### src/rtl/core/nlt_pkg.sv
// nlt_pkg: shared sizes, operation and event codes, sequencer state type
// for the node liveness table. No dependencies.
`timescale 1ns / 1ps
`default_nettype none

package nlt_pkg;

    // table size and derived widths
    localparam int NODE_SLOTS = 8;
    localparam int SLOT_W     = (NODE_SLOTS > 1) ? $clog2(NODE_SLOTS) : 1;

    // field widths fixed by the interface
    localparam int OP_W      = 2;
    localparam int MESH_W    = 16;
    localparam int HWID_W    = 32;
    localparam int TIME_W    = 32;
    localparam int TIMEOUT_W = 27;
    localparam int EVENT_W   = 3;
    localparam int OUT_SLOT_W = 3;

    localparam logic [TIMEOUT_W-1:0] TIMEOUT_RESET = TIMEOUT_W'(30000);

    // request operation codes
    localparam logic [OP_W-1:0] OP_ANNOUNCE  = 2'd0;
    localparam logic [OP_W-1:0] OP_HEARTBEAT = 2'd1;
    localparam logic [OP_W-1:0] OP_SWEEP     = 2'd2;
    localparam logic [OP_W-1:0] OP_UNUSED    = 2'd3;

    // result event codes
    localparam logic [EVENT_W-1:0] EV_ONLINE_FIRST     = 3'd0;
    localparam logic [EVENT_W-1:0] EV_ONLINE_RECOVERED = 3'd1;
    localparam logic [EVENT_W-1:0] EV_ONLINE_REPEAT    = 3'd2;
    localparam logic [EVENT_W-1:0] EV_TABLE_FULL       = 3'd3;
    localparam logic [EVENT_W-1:0] EV_SEEN             = 3'd4;
    localparam logic [EVENT_W-1:0] EV_UNKNOWN          = 3'd5;
    localparam logic [EVENT_W-1:0] EV_OFFLINE          = 3'd6;

    // sequencer states, one-hot
    typedef enum logic [5:0] {
        ST_IDLE      = 6'b000001,
        ST_SCAN_HW   = 6'b000010,
        ST_ANN_WR    = 6'b000100,
        ST_SCAN_MESH = 6'b001000,
        ST_SWEEP     = 6'b010000,
        ST_SWEEP_END = 6'b100000
    } nlt_state_t;

endpackage

`default_nettype wire

### src/rtl/core/node_liveness_table.sv
// node_liveness_table: keepalive table of remote nodes, slot scan sequencer
// with one shared compare / age subtract unit. Depends on nlt_pkg.
`timescale 1ns / 1ps
`default_nettype none

//  channel   | handshake              | payload
//  ----------+------------------------+-----------------------------------------
//  request   | in_valid / in_stall    | op, src_addr, uid, now_time
//  result    | out_valid / out_stall  | event_res, slot, node_addr,
//            |                        | node_uid, any_offline, last
//  config    | cfg_wr_en              | cfg_wr_data (offline_timeout)
//
//  one slot per cycle goes through the shared compare / age-subtract unit, unless a result stall holds the scan
//  announce: accept, scan of up to NODE_SLOTS slots, then the write
//  heartbeat: accept, scan of 1..NODE_SLOTS slots; sweep: accept, scan of
//  all NODE_SLOTS slots, then the summary; result stalls can hold all three
//  in_stall is high while busy; a one-deep output register holds each result
//  reset clears flags, sequencer and out_valid; timeout returns to 30000

module node_liveness_table
(
    input  wire logic                               clk,
    input  wire logic                               rst_n,

    // configuration
    input  wire logic                               cfg_wr_en,
    input  wire logic [nlt_pkg::TIMEOUT_W-1:0]      cfg_wr_data,

    // request channel
    input  wire logic                               in_valid,
    output      logic                               in_stall,
    input  wire logic [nlt_pkg::OP_W-1:0]           op,
    input  wire logic [nlt_pkg::MESH_W-1:0]         src_addr,
    input  wire logic [nlt_pkg::HWID_W-1:0]         uid,
    input  wire logic [nlt_pkg::TIME_W-1:0]         now_time,

    // result channel
    output      logic                               out_valid,
    input  wire logic                               out_stall,
    output      logic [nlt_pkg::EVENT_W-1:0]        event_res,
    output      logic [nlt_pkg::OUT_SLOT_W-1:0]     slot,
    output      logic [nlt_pkg::MESH_W-1:0]         node_addr,
    output      logic [nlt_pkg::HWID_W-1:0]         node_uid,
    output      logic                               any_offline,
    output      logic                               last
);

    localparam int N = nlt_pkg::NODE_SLOTS;
    localparam int SW = nlt_pkg::SLOT_W;
    localparam logic [SW-1:0] LAST_IDX = SW'(N - 1);

    // sequencer state
    nlt_pkg::nlt_state_t state_reg, state_next;
    logic [SW-1:0]       idx_reg, idx_next;
    logic [SW-1:0]       hit_reg, hit_next;
    logic                free_found_reg, free_found_next;
    logic                new_reg, new_next;
    logic                full_reg, full_next;

    // latched request
    logic [nlt_pkg::MESH_W-1:0] mesh_reg;
    logic [nlt_pkg::HWID_W-1:0] hw_reg;
    logic [nlt_pkg::TIME_W-1:0] now_reg;

    // configuration
    logic [nlt_pkg::TIMEOUT_W-1:0] timeout_reg;

    // slot flags (reset) and slot payload stores (no reset)
    logic [N-1:0] used_reg, used_next;
    logic [N-1:0] online_reg, online_next;
    logic [N-1:0] seen_reg, seen_next;
    logic [nlt_pkg::HWID_W-1:0] hw_mem_reg   [N];
    logic [nlt_pkg::MESH_W-1:0] mesh_mem_reg [N];
    logic [nlt_pkg::TIME_W-1:0] seen_mem_reg [N];

    // output register
    logic                              out_valid_reg, out_valid_next;
    logic [nlt_pkg::EVENT_W-1:0]       ev_reg, ev_next;
    logic [nlt_pkg::OUT_SLOT_W-1:0]    slot_reg, slot_next;
    logic [nlt_pkg::MESH_W-1:0]        omesh_reg, omesh_next;
    logic [nlt_pkg::HWID_W-1:0]        ohw_reg, ohw_next;
    logic                              warn_reg, warn_next;
    logic                              last_reg, last_next;
    logic                              out_load;
    logic                              out_free;

    // store writes
    logic                     ann_we;
    logic                     hb_we;

    // shared unit: one slot read at the scan index
    logic [nlt_pkg::HWID_W-1:0] rd_hw;
    logic [nlt_pkg::MESH_W-1:0] rd_mesh;
    logic [nlt_pkg::TIME_W-1:0] rd_seen;
    logic [nlt_pkg::TIME_W-1:0] age;
    logic                       hw_match;
    logic                       mesh_match;
    logic                       timed_out;
    logic                       accept;

    assign rd_hw      = hw_mem_reg[idx_reg];
    assign rd_mesh    = mesh_mem_reg[idx_reg];
    assign rd_seen    = seen_mem_reg[idx_reg];
    assign age        = now_reg - rd_seen;
    assign hw_match   = used_reg[idx_reg] && (rd_hw == hw_reg);
    assign mesh_match = used_reg[idx_reg] && (rd_mesh == mesh_reg);
    // age compare against the zero-extended timeout, ages wrap modulo 2^32
    assign timed_out  = (age >= {{(nlt_pkg::TIME_W - nlt_pkg::TIMEOUT_W){1'b0}}, timeout_reg});

    assign in_stall = (state_reg != nlt_pkg::ST_IDLE);
    assign accept   = in_valid && !in_stall;
    assign out_free = !out_valid_reg || !out_stall;

    // sequencer and result formation
    always_comb
    begin
        state_next      = state_reg;
        idx_next        = idx_reg;
        hit_next        = hit_reg;
        free_found_next = free_found_reg;
        new_next        = new_reg;
        full_next       = full_reg;
        used_next       = used_reg;
        online_next     = online_reg;
        seen_next       = seen_reg;
        ann_we          = 1'b0;
        hb_we           = 1'b0;
        out_load        = 1'b0;
        ev_next         = ev_reg;
        slot_next       = slot_reg;
        omesh_next      = omesh_reg;
        ohw_next        = ohw_reg;
        last_next       = last_reg;

        unique case (state_reg)
            nlt_pkg::ST_IDLE:
            begin
                idx_next        = '0;
                free_found_next = 1'b0;
                if (accept)
                begin
                    unique case (op)
                        nlt_pkg::OP_ANNOUNCE:  state_next = nlt_pkg::ST_SCAN_HW;
                        nlt_pkg::OP_HEARTBEAT: state_next = nlt_pkg::ST_SCAN_MESH;
                        nlt_pkg::OP_SWEEP:     state_next = nlt_pkg::ST_SWEEP;
                        default:               state_next = nlt_pkg::ST_IDLE;
                    endcase
                end
            end

            // look for the hardware id, remember the lowest free slot
            nlt_pkg::ST_SCAN_HW:
            begin
                if (hw_match)
                begin
                    hit_next   = idx_reg;
                    new_next   = 1'b0;
                    full_next  = 1'b0;
                    state_next = nlt_pkg::ST_ANN_WR;
                end
                else if (idx_reg == LAST_IDX)
                begin
                    new_next   = 1'b1;
                    full_next  = 1'b0;
                    state_next = nlt_pkg::ST_ANN_WR;
                    if (!free_found_reg)
                    begin
                        if (!used_reg[idx_reg])
                            hit_next = idx_reg;
                        else
                            full_next = 1'b1;
                    end
                end
                else
                begin
                    if (!used_reg[idx_reg] && !free_found_reg)
                    begin
                        hit_next        = idx_reg;
                        free_found_next = 1'b1;
                    end
                    idx_next = idx_reg + SW'(1);
                end
            end

            // record the announce and report it, or report a full table
            nlt_pkg::ST_ANN_WR:
            begin
                if (out_free)
                begin
                    out_load   = 1'b1;
                    last_next  = 1'b1;
                    omesh_next = mesh_reg;
                    ohw_next   = hw_reg;
                    state_next = nlt_pkg::ST_IDLE;
                    if (full_reg)
                    begin
                        ev_next   = nlt_pkg::EV_TABLE_FULL;
                        slot_next = '0;
                    end
                    else
                    begin
                        slot_next = nlt_pkg::OUT_SLOT_W'(hit_reg);
                        if (new_reg || !seen_reg[hit_reg])
                            ev_next = nlt_pkg::EV_ONLINE_FIRST;
                        else if (!online_reg[hit_reg])
                            ev_next = nlt_pkg::EV_ONLINE_RECOVERED;
                        else
                            ev_next = nlt_pkg::EV_ONLINE_REPEAT;
                        used_next[hit_reg]   = 1'b1;
                        online_next[hit_reg] = 1'b1;
                        seen_next[hit_reg]   = 1'b1;
                        ann_we               = 1'b1;
                    end
                end
            end

            // refresh the lowest used slot with this mesh address, or report an unknown node
            nlt_pkg::ST_SCAN_MESH:
            begin
                if (out_free)
                begin
                    if (mesh_match)
                    begin
                        out_load             = 1'b1;
                        ev_next              = nlt_pkg::EV_SEEN;
                        slot_next            = nlt_pkg::OUT_SLOT_W'(idx_reg);
                        omesh_next           = rd_mesh;
                        ohw_next             = rd_hw;
                        last_next            = 1'b1;
                        online_next[idx_reg] = 1'b1;
                        seen_next[idx_reg]   = 1'b1;
                        hb_we                = 1'b1;
                        state_next           = nlt_pkg::ST_IDLE;
                    end
                    else if (idx_reg == LAST_IDX)
                    begin
                        out_load   = 1'b1;
                        ev_next    = nlt_pkg::EV_UNKNOWN;
                        slot_next  = '0;
                        omesh_next = mesh_reg;
                        ohw_next   = '0;
                        last_next  = 1'b1;
                        state_next = nlt_pkg::ST_IDLE;
                    end
                    else
                    begin
                        idx_next = idx_reg + SW'(1);
                    end
                end
            end

            // age check of one slot per cycle while the output register is free
            nlt_pkg::ST_SWEEP:
            begin
                if (out_free)
                begin
                    if (used_reg[idx_reg] && online_reg[idx_reg] && timed_out)
                    begin
                        out_load             = 1'b1;
                        ev_next              = nlt_pkg::EV_OFFLINE;
                        slot_next            = nlt_pkg::OUT_SLOT_W'(idx_reg);
                        omesh_next           = rd_mesh;
                        ohw_next             = rd_hw;
                        last_next            = 1'b0;
                        online_next[idx_reg] = 1'b0;
                    end
                    if (idx_reg == LAST_IDX)
                        state_next = nlt_pkg::ST_SWEEP_END;
                    else
                        idx_next = idx_reg + SW'(1);
                end
            end

            nlt_pkg::ST_SWEEP_END:
            begin
                if (out_free)
                begin
                    out_load   = 1'b1;
                    ev_next    = nlt_pkg::EV_OFFLINE;
                    slot_next  = '0;
                    omesh_next = '0;
                    ohw_next   = '0;
                    last_next  = 1'b1;
                    state_next = nlt_pkg::ST_IDLE;
                end
            end

            default:
            begin
                state_next = nlt_pkg::ST_IDLE;
            end
        endcase

        // warning flag taken after the update the result reports
        warn_next = |(used_next & ~online_next);
        if (!out_load)
            warn_next = warn_reg;

        if (out_load)
            out_valid_next = 1'b1;
        else if (!out_stall)
            out_valid_next = 1'b0;
        else
            out_valid_next = out_valid_reg;
    end

    // control state
    always_ff @(posedge clk or negedge rst_n)
    begin
        if (!rst_n)
        begin
            state_reg      <= nlt_pkg::ST_IDLE;
            idx_reg        <= '0;
            hit_reg        <= '0;
            free_found_reg <= 1'b0;
            new_reg        <= 1'b0;
            full_reg       <= 1'b0;
            used_reg       <= '0;
            online_reg     <= '0;
            seen_reg       <= '0;
            out_valid_reg  <= 1'b0;
            timeout_reg    <= nlt_pkg::TIMEOUT_RESET;
        end
        else
        begin
            state_reg      <= state_next;
            idx_reg        <= idx_next;
            hit_reg        <= hit_next;
            free_found_reg <= free_found_next;
            new_reg        <= new_next;
            full_reg       <= full_next;
            used_reg       <= used_next;
            online_reg     <= online_next;
            seen_reg       <= seen_next;
            out_valid_reg  <= out_valid_next;
            if (cfg_wr_en)
                timeout_reg <= cfg_wr_data;
        end
    end

    // request latch, slot stores and result payload
    always_ff @(posedge clk)
    begin
        if (accept)
        begin
            mesh_reg <= src_addr;
            hw_reg   <= uid;
            now_reg  <= now_time;
        end
        if (ann_we)
        begin
            hw_mem_reg[hit_reg]   <= hw_reg;
            mesh_mem_reg[hit_reg] <= mesh_reg;
            seen_mem_reg[hit_reg] <= now_reg;
        end
        else if (hb_we)
        begin
            seen_mem_reg[idx_reg] <= now_reg;
        end
        if (out_load)
        begin
            ev_reg    <= ev_next;
            slot_reg  <= slot_next;
            omesh_reg <= omesh_next;
            ohw_reg   <= ohw_next;
            warn_reg  <= warn_next;
            last_reg  <= last_next;
        end
    end

    assign out_valid   = out_valid_reg;
    assign event_res   = ev_reg;
    assign slot        = slot_reg;
    assign node_addr   = omesh_reg;
    assign node_uid    = ohw_reg;
    assign any_offline = warn_reg;
    assign last        = last_reg;

    // an unused op code is dropped without leaving idle
    a_unused_op_idle: assert property (@(posedge clk) disable iff (!rst_n)
        accept && (op == nlt_pkg::OP_UNUSED) |=> state_reg == nlt_pkg::ST_IDLE)
        else $error("unused op left the sequencer busy");

    // a node can only be online in a used slot
    a_online_used: assert property (@(posedge clk) disable iff (!rst_n)
        (online_reg & ~used_reg) == '0)
        else $error("online flag set on a free slot");

    // the final result of a request returns the sequencer to idle
    a_last_idle: assert property (@(posedge clk) disable iff (!rst_n)
        out_load && last_next |=> state_reg == nlt_pkg::ST_IDLE)
        else $error("sequencer busy after final result");

    // a result is loaded only when the output register can take it
    a_no_overwrite: assert property (@(posedge clk) disable iff (!rst_n)
        out_valid_reg && out_stall |-> !out_load)
        else $error("pending result overwritten");

    a_state_onehot: assert property (@(posedge clk) disable iff (!rst_n)
        $onehot(state_reg))
        else $error("sequencer state not one-hot");

endmodule

`default_nettype wire
### config.mk
export PLATFORM = sky130hd
export DESIGN_NAME = node_liveness_table
export DESIGN_NICKNAME = d
export VERILOG_FILES = /design/src/rtl/core/nlt_pkg.sv /design/src/rtl/core/node_liveness_table.sv
export SDC_FILE = /design/constraint.sdc
export NUM_CORES = 1
export LEC_CHECK = 0
export BUFFER_PORTS_ARGS = -buffer_cell sky130_fd_sc_hd__buf_2
export CORE_ASPECT_RATIO = 0.5
export CORE_MARGIN = 1
export CORE_UTILIZATION = 55
export CTS_BUF_LIST = sky130_fd_sc_hd__clkbuf_16
export DETAILED_ROUTE_END_ITERATION = 10
export PLACE_DENSITY_LB_ADDON = 0.2
export SLEW_MARGIN = 20
export SYNTH_ARGS = -nofsm -noshare
export SYNTH_HDL_FRONTEND = slang
export SYNTH_SLANG_ARGS = --single-unit
### constraint.sdc
create_clock -name clk -period 17.4 [get_ports clk]
set_input_delay 0.87 -clock clk [delete_from_list [all_inputs] [get_ports clk]]
set_output_delay 0.87 -clock clk [all_outputs]
set_load 0.05 [all_outputs]
# Yosys cells after proc, flatten, opt, wreduce, memory -nomap -nowiden

Memories as Yosys holds them, arrays and structs flattened.
Cells that the tools add are included.

Bits in registers: 203
RAM bits: 640
Bits of input ports: 114
Output and inout bits: 58
Logic and storage cells: 229
Memories kept: 3

Memory list:

| memory       | depth | bits a word | rd ports | clocked after Yosys merged registers in | wr ports | RTL line                  | source |
|---|---|---|---|---|---|---|---|
| hw_mem_reg   | 8     | 32          | 1        | 0                                       | 1        | node_liveness_table.sv:72 | `logic [nlt_pkg::HWID_W-1:0] hw_mem_reg [N];` |
| seen_mem_reg | 8     | 32          | 1        | 0                                       | 1        | node_liveness_table.sv:74 | `logic [nlt_pkg::TIME_W-1:0] seen_mem_reg [N];` |
| mesh_mem_reg | 8     | 16          | 1        | 0                                       | 1        | node_liveness_table.sv:73 | `logic [nlt_pkg::MESH_W-1:0] mesh_mem_reg [N];` |

Add/sub/neg operators: 2
Magnitude comparators: 5
Equal/unequal tests: 31
Mux-type cells: 124
Bitwise operators: 9
Reductions and logical operators: 35

Operator list:

| operator             | count |
|---|---|
| $mux W32             | 8 |
| $pmux W32 S4         | 1 |
| $mux W16             | 7 |
| $mux W8              | 13 |
| $mux W3              | 26 |
| $pmux W16 S4         | 1 |
| $mux W6              | 9 |
| $mux W1              | 40 |
| $or A8 B8 Y8         | 5 |
| $pmux W3 S4          | 3 |
| $eq A32 B32 Y1       | 1 |
| $ge A32 B27 Y1       | 1 |
| $reduce_or A32 Y1    | 1 |
| $sub A32 B32 Y32     | 1 |
| $pmux W6 S5          | 1 |
| $ne A2 B2 Y1 const B | 13 |
| $pmux W8 S3          | 1 |
| $and A8 B8 Y8        | 2 |
| $eq A16 B16 Y1       | 1 |
| $not A8 Y8           | 2 |
| $pmux W8 S2          | 1 |
| $pmux W5 S3          | 1 |
| $reduce_and A7 Y1    | 2 |
| $bmux W1 S3          | 4 |
| 32 further kinds     | 61 |

# Logic depth before layout (Yosys ltp)

Gate-level depths: netlist (run 1).

Depth after elaboration: 12
Mapped depth: 34
Depth with buffers taken out: 27

# Least setup slack after synthesis (run 1)

Ideal clock, no wire load.

Path kind: register to register
Start: register idx_reg[0]
End: register ev_reg, in the netlist event_res[0] (enable)
Library setup time: 0.466 ns
Arrival time: 7.977 ns
Path slack: 8.957 ns
Cell stages (with the launch flop): 32
Buffers on the path: 7
Period minus slack after synthesis: 8.443 ns
Cells stage by stage: dfrtp_1 -> buf_6 -> buf_6 -> buf_6 -> buf_2 -> buf_2 -> buf_2 -> buf_1 -> mux2i_1 -> nor2_1 -> a21oi_1 -> o21ai_0 -> a21oi_1 -> ha_1 -> a21o_1 -> a221o_1 -> a21oi_1 -> o21ai_0 -> a21o_1 -> a21oi_1 -> o21ai_0 -> a21o_1 -> a21oi_1 -> xnor2_1 -> ha_1 -> nand4_1 -> o211a_1 -> o211ai_1 -> a2111oi_2 -> a21oi_1 -> a2111oi_4 -> nor2_1

Longest elaborated chain between the ends: 8
Elaborated cells between the ends (all ways): 22
Classes of those cells: add/sub: 1; order compare: 1; eq/ne: 4; mux: 10; reduce/logical: 4; memory: 2

Ends and longest elaborated chain:

| element                                               | RTL line                                               | source |
|---|---|---|
| start: declaration                                    | node_liveness_table.sv:54                              | `logic [SW-1:0] idx_reg, idx_next;` |
| start signal: assignment                              | node_liveness_table.sv:327                             | `idx_reg <= idx_next;` |
| $mem_v2 Z8 W32 (tied with other cells)                | -                                                      |  |
| $sub A32 B32 Y32 (tied with other cells)              | node_liveness_table.sv:104                             | `assign age = now_reg - rd_seen;` |
| $ge A32 B27 Y1 or $logic_and A1 B1 Y1 (tied branches) | node_liveness_table.sv:108, node_liveness_table.sv:257 |  |
| $logic_and A1 B1 Y1                                   | node_liveness_table.sv:257                             | `if (used_reg[idx_reg] && online_reg[idx_reg] && timed_out)` |
| $mux W1                                               | node_liveness_table.sv:257                             |  |
| $mux W1                                               | node_liveness_table.sv:255                             | `if (out_free)` |
| $pmux W1 S3                                           | node_liveness_table.sv:135                             | `unique case (state_reg)` |
| $reduce_and A8 Y1 (no line) (*)                       | -                                                      |  |
| end signal: assignment                                | node_liveness_table.sv:362                             | `ev_reg <= ev_next;` |
| end: declaration                                      | node_liveness_table.sv:78                              | `logic [nlt_pkg::EVENT_W-1:0] ev_reg, ev_next;` |

Mark *: on every way between the ends. The rest lies on a longest branch, timed or not. The select of a mux whose other input is x is not followed.
A chain may end at the register's enable or synchronous reset.

# Worst setup path after layout (run 1)

Start: register idx_reg[1]
End: register ohw_reg, in the netlist node_uid[9] (enable)

Longest elaborated chain between the ends: 8
Elaborated cells between the ends (all ways): 22
Classes of those cells: add/sub: 1; order compare: 1; eq/ne: 4; mux: 10; reduce/logical: 4; memory: 2

Ends and longest elaborated chain:

| element                                               | RTL line                                               | source |
|---|---|---|
| $mem_v2 Z8 W32 (tied with other cells)                | -                                                      |  |
| $sub A32 B32 Y32 (tied with other cells)              | node_liveness_table.sv:104                             |  |
| $ge A32 B27 Y1 or $logic_and A1 B1 Y1 (tied branches) | node_liveness_table.sv:108, node_liveness_table.sv:257 |  |
| $logic_and A1 B1 Y1                                   | node_liveness_table.sv:257                             |  |
| $mux W1                                               | node_liveness_table.sv:257                             |  |
| $mux W1                                               | node_liveness_table.sv:255                             |  |
| $pmux W1 S3                                           | node_liveness_table.sv:135                             |  |
| $reduce_and A8 Y1 (no line) (*)                       | -                                                      |  |
| end signal: assignment                                | node_liveness_table.sv:365                             | `ohw_reg <= ohw_next;` |
| end: declaration                                      | node_liveness_table.sv:81                              | `logic [nlt_pkg::HWID_W-1:0] ohw_reg, ohw_next;` |

Marked as above.

==> results of run 1 <==
-- cell usage after synthesis (all sizes together), types with 5 or more instances --
master / number
nor4: 14
nand4: 19
xnor2: 36
a22oi: 74
buf: 56
a31oi: 7
clkbuf: 58
inv: 51
nand2b: 12
nor3: 21
nand3b: 6
a21oi: 89
a211oi: 13
a221o: 20
mux2: 45
mux4: 26
o31ai: 11
a2111oi: 5
mux2i: 69
o21ai: 109
dfstp: 8
or2: 15
nor2b: 11
and2: 6
o211ai: 9
dfrtp: 59
ha: 61
o22ai: 17
nand3: 19
edfxtp: 776
o221ai: 5
nor2: 84
nand2: 133
xor2: 40
a21o: 25
a22o: 58
o21a: 6
and3b: 6
a221oi: 79
and3: 21
-- power breakdown --
| part | switching [mW] | internal (mW) |
|---|---|---|
| registers | 0.140 | 2.37 |
| logic | 0.872 | 0.560 |
| clock network | 0.721 | 0.877 |
| total | 1.73 | 3.81 |
-- layout make-up --
| cell class | instances | area [sq um] | area share [%] |
|---|---|---|---|
| Clock inverter | 60 | 448 | 1.15 |
| Multi-Input combinational cell | 1209 | 9210 | 23.6 |
| Tap cell | 825 | 1030 | 2.65 |
| Timing Repair Buffer | 222 | 1250 | 3.21 |
| Antenna cell | 1 | 2.50 | 0.00641 |
| Clock buffer | 75 | 1880 | 4.81 |
| Inverter | 51 | 193 | 0.494 |
| Sequential cell | 843 | 25000 | 64.1 |
-- routing by layer --
metal | vias up | global-route usage [%] | wire, microns
li1 | 9169 | - | -
met5 | - | 0 | 0
met1 | 10500 | 39.3 | 37100
met2 | 897 | 42.8 | 41400
met3 | 153 | 5.16 | 6890
met4 | 0 | 8.10 | 2190
-- kinds of logic after synthesis --
logic type / count (synthesis) / synth area share [%]
AOI/OAI and AO/OA: 555 / 11.4
adders and majority gates: 62 / 2.25
xor gates and xnor gates: 76 / 1.91
DFF: 843 / 71.7
buffers and inverters: 165 / 2.18
muxes: 140 / 5.13
and+or+nand+nor: 376 / 5.40
-- metrics by stage --
stage | util, % | total power [mW] | std cells | worst slack [ps] | instance area, sq um
floorplan | - | 3.52 | 2217 | 8960 | 34800
global placement | 59.3 | 3.95 | 3150 | 9260 | 36700
detailed placement | 59.3 | 3.98 | 3150 | 9120 | 36700
CTS | 63.1 | 5.56 | 3285 | 9080 | 39000
global route | 63.1 | 5.78 | 3285 | 8540 | 39000
finish | 63.1 | 5.54 | 3286 | 9030 | 39000
-- worst max path at each step --
stage                                        end                    from  slack, ps  cells past startpoint
after floorplan           event_res[0]$_DFFE_PP_  idx_reg[0]$_DFFE_PN0P_       8960                     31
after CTS                 node_addr[8]$_DFFE_PP_  idx_reg[1]$_DFFE_PN0P_       9080                     29
after global placement    node_uid[31]$_DFFE_PP_  idx_reg[1]$_DFFE_PN0P_       9260                     29
after global routing      node_uid[22]$_DFFE_PP_  idx_reg[1]$_DFFE_PN0P_       8540                     28
after detailed placement   node_uid[9]$_DFFE_PP_  idx_reg[1]$_DFFE_PN0P_       9120                     29
final                      node_uid[9]$_DFFE_PP_  idx_reg[1]$_DFFE_PN0P_       9030                     29
==> metrics list, run 1 <==
- Global routing used ~27% of the available tracks.
* Via count of the first global-routing pass: roughly 21,000
* Critical path peak fanout: 54
* Number of H-tree levels: 3
- Post-route clock period utilization: approximately half
- Across the run, the number of max-cap violations was 0.
- Clock network latency to the later pin of the worst-skew pair: just over 600 ps
- Effective utilization at floorplan: between 50 and 60%
- Setup violations remaining at the end of the flow were counted as 0.
- Synth-to-Final Area Change: 12.0%
* Total of fill cells in the finished design: 4,504
* Maximum number of pins on one net before global-route repair: about 130
- The library cell used most frequently in the layout, excluding fill and tap cells, is edfxtp_1.
* Slew at the pin with the worst max-slew slack: approximately 1000 ps
- The floorplan has 64 rows.
- Dominant register cell in the synthesized netlist: edfxtp_1
- Post-CTS repair changed the size of 0 cells.
- Summed over all layers, the global routing overflow is 0.
* Syn Inst Count: ~2,200
* Top area cells in the synthesized netlist: edfxtp_1, dfrtp_1, ha_1
* Nets in the synthesized netlist: approximately 2,400
- Dominant cell type by area after synthesis: edfxtp_1
- For this design, the sink count on the clock tree is 843.
- Arrival time of the worst setup path: between 8000 and 9000 ps
* Slowest stage delay, CP: 640 ps
- Cell type group with the largest total delay on the critical path: compound AO/OA/AOI/OAI gates
- Setup Crit Path Kind: register to register
* Synthesized flop and latch total: roughly 840
- Nets: between 2,000 and 3,000
- Clock root buffer master: clkbuf_16
- During placement, the flow inserted port buffers numbering between 150 and 200.
- Number of nets still failing antenna checks after routing: 0
- Routed length per instance: ~27 microns
* WP data required: ~18,000 ps
* Antenna violations before repair: 1
* Sequential area share after synthesis: about 70%
- Hold Crit Class: input pin to async pin
- Setup repair after global routing missed its margin: false
* Clock transition at path regs: roughly 70 ps
- Summing every instance area after synthesis gives about 0.035 sq mm.
- Outcome: complete, no violations
* RR Endpoint: node_uid[9]$_DFFE_PP_
* Share of async-settable or async-resettable flops after synthesis: under 10%
- Detailed placement finished with a half-perimeter wire length of just over 50,000 microns.
- First-pass GRT wire length: 130,000 microns
- Leaving out fill and tap cells, the most frequent cells in the layout are edfxtp_1, buf_2, nand2_1, o21ai_0, a21oi_1.
* Largest buffer count on any clock path: 3
- Routability Congestion: a little under 0.9
* Hold buffer count at CTS: 0
- Of the cells placed in the final design, the portion with a size suffix greater than 1 is 18.3%.
* Core area: slightly above 0.06 sq mm
* Max-Slew Margin vs Limit: a little under a third
- Final hold violation count: 0
* Time the worst path needs with I/O delays and setup: roughly 8400 ps
- During synthesis, Yosys emitted a total of 0 warnings.
* Top-Level Pins: about 170
- In this run, the number of DRC markers left after iteration 0 of detailed routing was around 2,100.
* Power Dens Cells: approximately 140 mW/mm^2
* Die span in x: 358 microns
- The number of buffers and inverters on the critical path is 5.
* Maximum resistive drop on vdd: between 100 and 150 uV
- Final hold analysis gives a worst-case slack of around 420 ps.
* CTS Buf Count: 74
- Crit path max-delay cell type: dfrtp_4
- The number of cells on the worst reg-to-reg path is 29.
* Count of TritonRoute iterations in the first routing pass: 6
- Register-to-Register Setup Slack: 9030 ps
* TNS Setup: 0 ps
- Maximum clock skew at final layout: 23.0 ps
- Mean Syn Cell Area: 15.7 sq um
- Area fraction of the dominant cell type after synthesis: between 60% and 70%
- In this run the static leakage power is around 14 nW.
* Area enclosed by the die boundary: ~0.064 sq mm
- Launch instance of the worst register-to-register path: idx_reg[1]$_DFFE_PN0P_
* Pins Over Slew Limit: 0
* Yosys cell types: 85
* Highest clock frequency the design can meet: approximately 120 MHz
- Number of enable-type register cells in the synthesized netlist: approximately 780
- The die is 180 microns tall.
- Element type at the critical path end: register
- The final layout contains routed wiring with a total length of roughly 90,000 microns.
- TritonCTS built the clock tree.
- The routed layout has a little over 20,000 vias.
- In the routed layout, each cell is associated on average with a via count of around 6.3.
- Drc violations: 0
- The number of setup buffers added after CTS is 0.
- Startpoint type of the worst setup path: register
Power figures use the tool's default switching activity.
==> run 2, diff against run 1 <==
- ABC_AREA: not set -> 1
- clock period: 17.4 -> 7 ns (I/O delays scaled with it)
==> run 2 against run 1 <==
Effect of this change: sequential share of layout area decreased by 3.3 points; worst hold slack worse by 120 ps; total power grew to 2.8 times the previous value; via count grew 17%; final area up 5.4%; synthesized cell count is 35% higher; setup slack got worse by 8300 ps; core utilization increased by 1.6 points; non-clock buffer count is 106 higher; register-to-register slack got worse by 8300 ps; critical endpoint is now node_uid[25]$_DFFE_PP_; largest power group unchanged.
==> metrics list, run 2 <==
- The most common cell in the synthesized netlist is nand2_1.
* Max-Slew Margin vs Limit: a little under a third
* Startpoint type of the worst setup path: register
* Effective utilization at floorplan: a little under three fifths
- The max-slew violation count is 0.
* Grt total ovfl: 0
- Via count of the first global-routing pass: 23,500
* CTS tree: yes
* Total number of clock tree sinks: ~840
- The commonest cells after synthesis are nand2_1, edfxtp_1, inv_1, nor2_1, o21ai_0.
- Share of async-settable or async-resettable flops after synthesis: 7.95%
* Number of nets still failing antenna checks after routing: 0
* Total of fill cells in the finished design: 4,733
- Hold Crit Class: input pin to register
* Routability Congestion: around 1
- The first global-routing pass estimated between 100,000 and 150,000 microns of wire.
- In this run the power density over the cells is 379 mW/mm^2.
- Routed length per instance: 21.7 microns
- TNS Setup: 0 ps
- The number of clock buffers added by TritonCTS is 73.
* Area enclosed by the die boundary: 0.0658 sq mm
- Dominant register cell in the synthesized netlist: edfxtp_1
- Slowest stage delay, CP: ~550 ps
- Post-placement cell area: roughly 0.038 sq mm
- For this run, the total global-route usage over all layers was measured as between 20% and 30%.
- Time the worst path needs with I/O delays and setup: ~6200 ps
- Buffer count from post-CTS setup fixing: 0
- The library cell used most frequently in the layout, excluding fill and tap cells, is nand2_1.
* Synthesized flop and latch total: between 800 and 900
- Area fraction of the dominant cell type after synthesis: 65.5%
- Count of buffers from port buffering: between 150 and 200
* Yosys cell types: 54
- Arrival time of the worst setup path: between 6000 and 7000 ps
* Synth-to-Final Area Change: 15.5%
* Element type at the critical path end: register
- Mean Syn Cell Area: approximately 12 sq um
- After routing the design area is a little over 0.04 sq mm.
- Drt via density: about 5.7
- At the later pin of the worst-skew pair, clock insertion delay measures between 600 and 700 ps.
* Largest buffer count on any clock path: 3
- Post-route clock period utilization: 89.0%
- Maximum resistive drop on vdd: 246 uV
- Cell row count: 65
* Number of inserted diodes: 0
* Logic depth of the worst register-to-register path: 34
- Number of cells in the finished layout apart from fillers: around 4,200
* Clock root buffer master: clkbuf_16
- Nets in the synthesized netlist: roughly 3,200
- Setup Crit Path Kind: register to register
- Number of H-tree levels: 3
- Sequential area share after synthesis: between 70% and 80%
- Met2 track demand over resource: between 40% and 50%
- Summed over all nets, the half-perimeter wirelength after detailed placement is 55,900 microns.
- DR iter-0 viols: 2,657
* WP data required: 7260 ps
- Highest clock frequency the design can meet: roughly 160 MHz
- Once placement completed, the tool counted placed cells totaling 3,977.
* Outcome: complete, no violations
* Core area: 0.0635 sq mm
- After clock tree synthesis, the clock-pin slew on the worst setup and hold paths is 70 ps.
- The analysis attributes to cell leakage a power of ~16 nW.
- The synthesized design spends more area on one cell type than any other, namely edfxtp_1.
- Global routing consumed, on the met1 layer, between 30% and 40% of the routing resources.
* Top-Level Pins: 172
* Number of enable-type register cells in the synthesized netlist: between 700 and 800
- Drc violations: 0
* Most common cell on crit path: nand2_1
* Leading cell types in the layout, fill and taps excluded: nand2_1, edfxtp_1, inv_1, buf_2, nor2_1
* Setup repair after global routing missed its margin: false
* Die span in x: roughly 360 microns
- After the last flow step, the layout net total stands at 3,470.
- The detailed router placed between 20,000 and 25,000 vias in this run.
* Total standard cell area after synthesis: 0.0356 sq mm
* Maximum number of pins on one net before global-route repair: 68
- The largest individual stage delay along the critical path comes from the cell dfrtp_1.
- Across the run, the number of max-cap violations was 0.
- Antenna violations before repair: 0
- Summed over all layers, the routed wires come to between 90,000 and 100,000 microns.
- Top area cells in the synthesized netlist: edfxtp_1, nand2_1, dfrtp_1
- Of all nets on the critical path, the largest fanout is 31.
- Maximum clock skew at final layout: roughly 30 ps
- Die height: approximately 180 microns
- The cell count after synthesis came out at approximately 3,000.
* Instance count along the most critical hold path: 3
* Count of TritonRoute iterations in the first routing pass: 8
* Global routing met3 resource utilization: under 10%
* Share of post-route cells with drive strength above 1: ~11%
- # setup viols final: 0
* Final hold violation count: 0
- Yosys warning count: 0
- After global routing, the most crowded layer is met2.
* Slew at the pin with the worst max-slew slack: 1020 ps
[run 2: cell types whose count changed after synthesis, moves of 22 or more]
cell      change
nand4_1      +48
a21o_1       -23
xnor2_1      -23
a221oi_1     -26
mux2_2       -41
nand2_1     +680
nand3_1      +86
a21oi_1      +22
mux4_2       -26
inv_1       +226
nor2_1       +92
mux2i_1      -69
[run 2: final timing paths]
check / start / endpoint / slack, ps
worst max-delay path: idx_reg[2]$_DFFE_PN0P_ / node_uid[25]$_DFFE_PP_ / 770
worst max register to register: idx_reg[2]$_DFFE_PN0P_ / node_uid[25]$_DFFE_PP_ / 770
worst min register to register: seen_reg[5]$_DFFE_PN0P_ / seen_reg[5]$_DFFE_PN0P_ / 460
min in group asynchronous: rst_n / used_reg[7]$_DFF_PN0_ / 470
worst min-delay path: cfg_wr_en / timeout_reg[13]$_DFFE_PN1P_ / 290
max in group asynchronous: rst_n / timeout_reg[9]$_DFFE_PN0P_ / 5920
[run 2: kinds of logic (layout without fill, tap and decap cells)]
logic type                 after synthesis  in the layout  synth area share (%)
AOI/OAI and AO/OA                      441            441                  8.01
muxes                                    1              1                0.0317
and+or+nand+nor                       1215           1215                  14.1
buffers and inverters                  386            751                  4.41
DFF                                    843            843                  70.2
adders and majority gates               62             62                  2.20
xor gates and xnor gates                40             40                 0.985
[run 2: what timing repair did]
action	4_1_cts	5_1_grt
gates resized for setup	0	0
endpoints found under the setup margin	0	0
hold buffers	112	0
hold endpoints to repair	169	0
[run 2: where the power goes]
group          total (mW)  internal, mW  switching [mW]
combinational        4.91          1.57            3.34
sequential           6.56          6.16           0.405
clock                4.10          2.27            1.83
total                15.6          10.0            5.58
[run 2: stage by stage]
step                      util [%]  hold WS (ps)  setup WS, ps  power (mW)
after global placement        59.0           435           985        11.3
final                         64.7           295           772        15.6
after floorplan                  -          54.4           337        9.91
after detailed placement      59.1           440           874        11.4
after global routing          64.7           355           346        16.4
after CTS                     64.7           269           845        15.5
[run 2: per-layer routing]
metal / up-vias / part of all wire [%] / routed length, microns
li1: 11100 / - / -
met1: 11800 / 42 / 38600
met4: 0 / 2.2 / 2050
met2: 1041 / 48 / 44500
met5: - / 0 / 0
met3: 152 / 7.3 / 6720
[run 2: cell type report]
| class | instances | area, sq um | share of cell area [%] |
|---|---|---|---|
| Timing Repair Buffer | 328 | 2370 | 5.77 |
| Clock buffer | 77 | 1930 | 4.69 |
| Tap cell | 871 | 1090 | 2.65 |
| Inverter | 289 | 1080 | 2.64 |
| Clock inverter | 57 | 488 | 1.19 |
| Multi-Input combinational cell | 1759 | 9160 | 22.3 |
| Sequential cell | 843 | 25000 | 60.8 |
[run 2: critical path, delay by kind of cell, from the launching register on]
family	cells	cell delay, ps
adder cells (fa/ha/maj)	2	630
XOR/XNOR	1	90
AO/OA/AOI/OAI	5	960
AND/OR/NAND/NOR	20	2140
buffers and inverters	6	1410
flip-flops	1	550
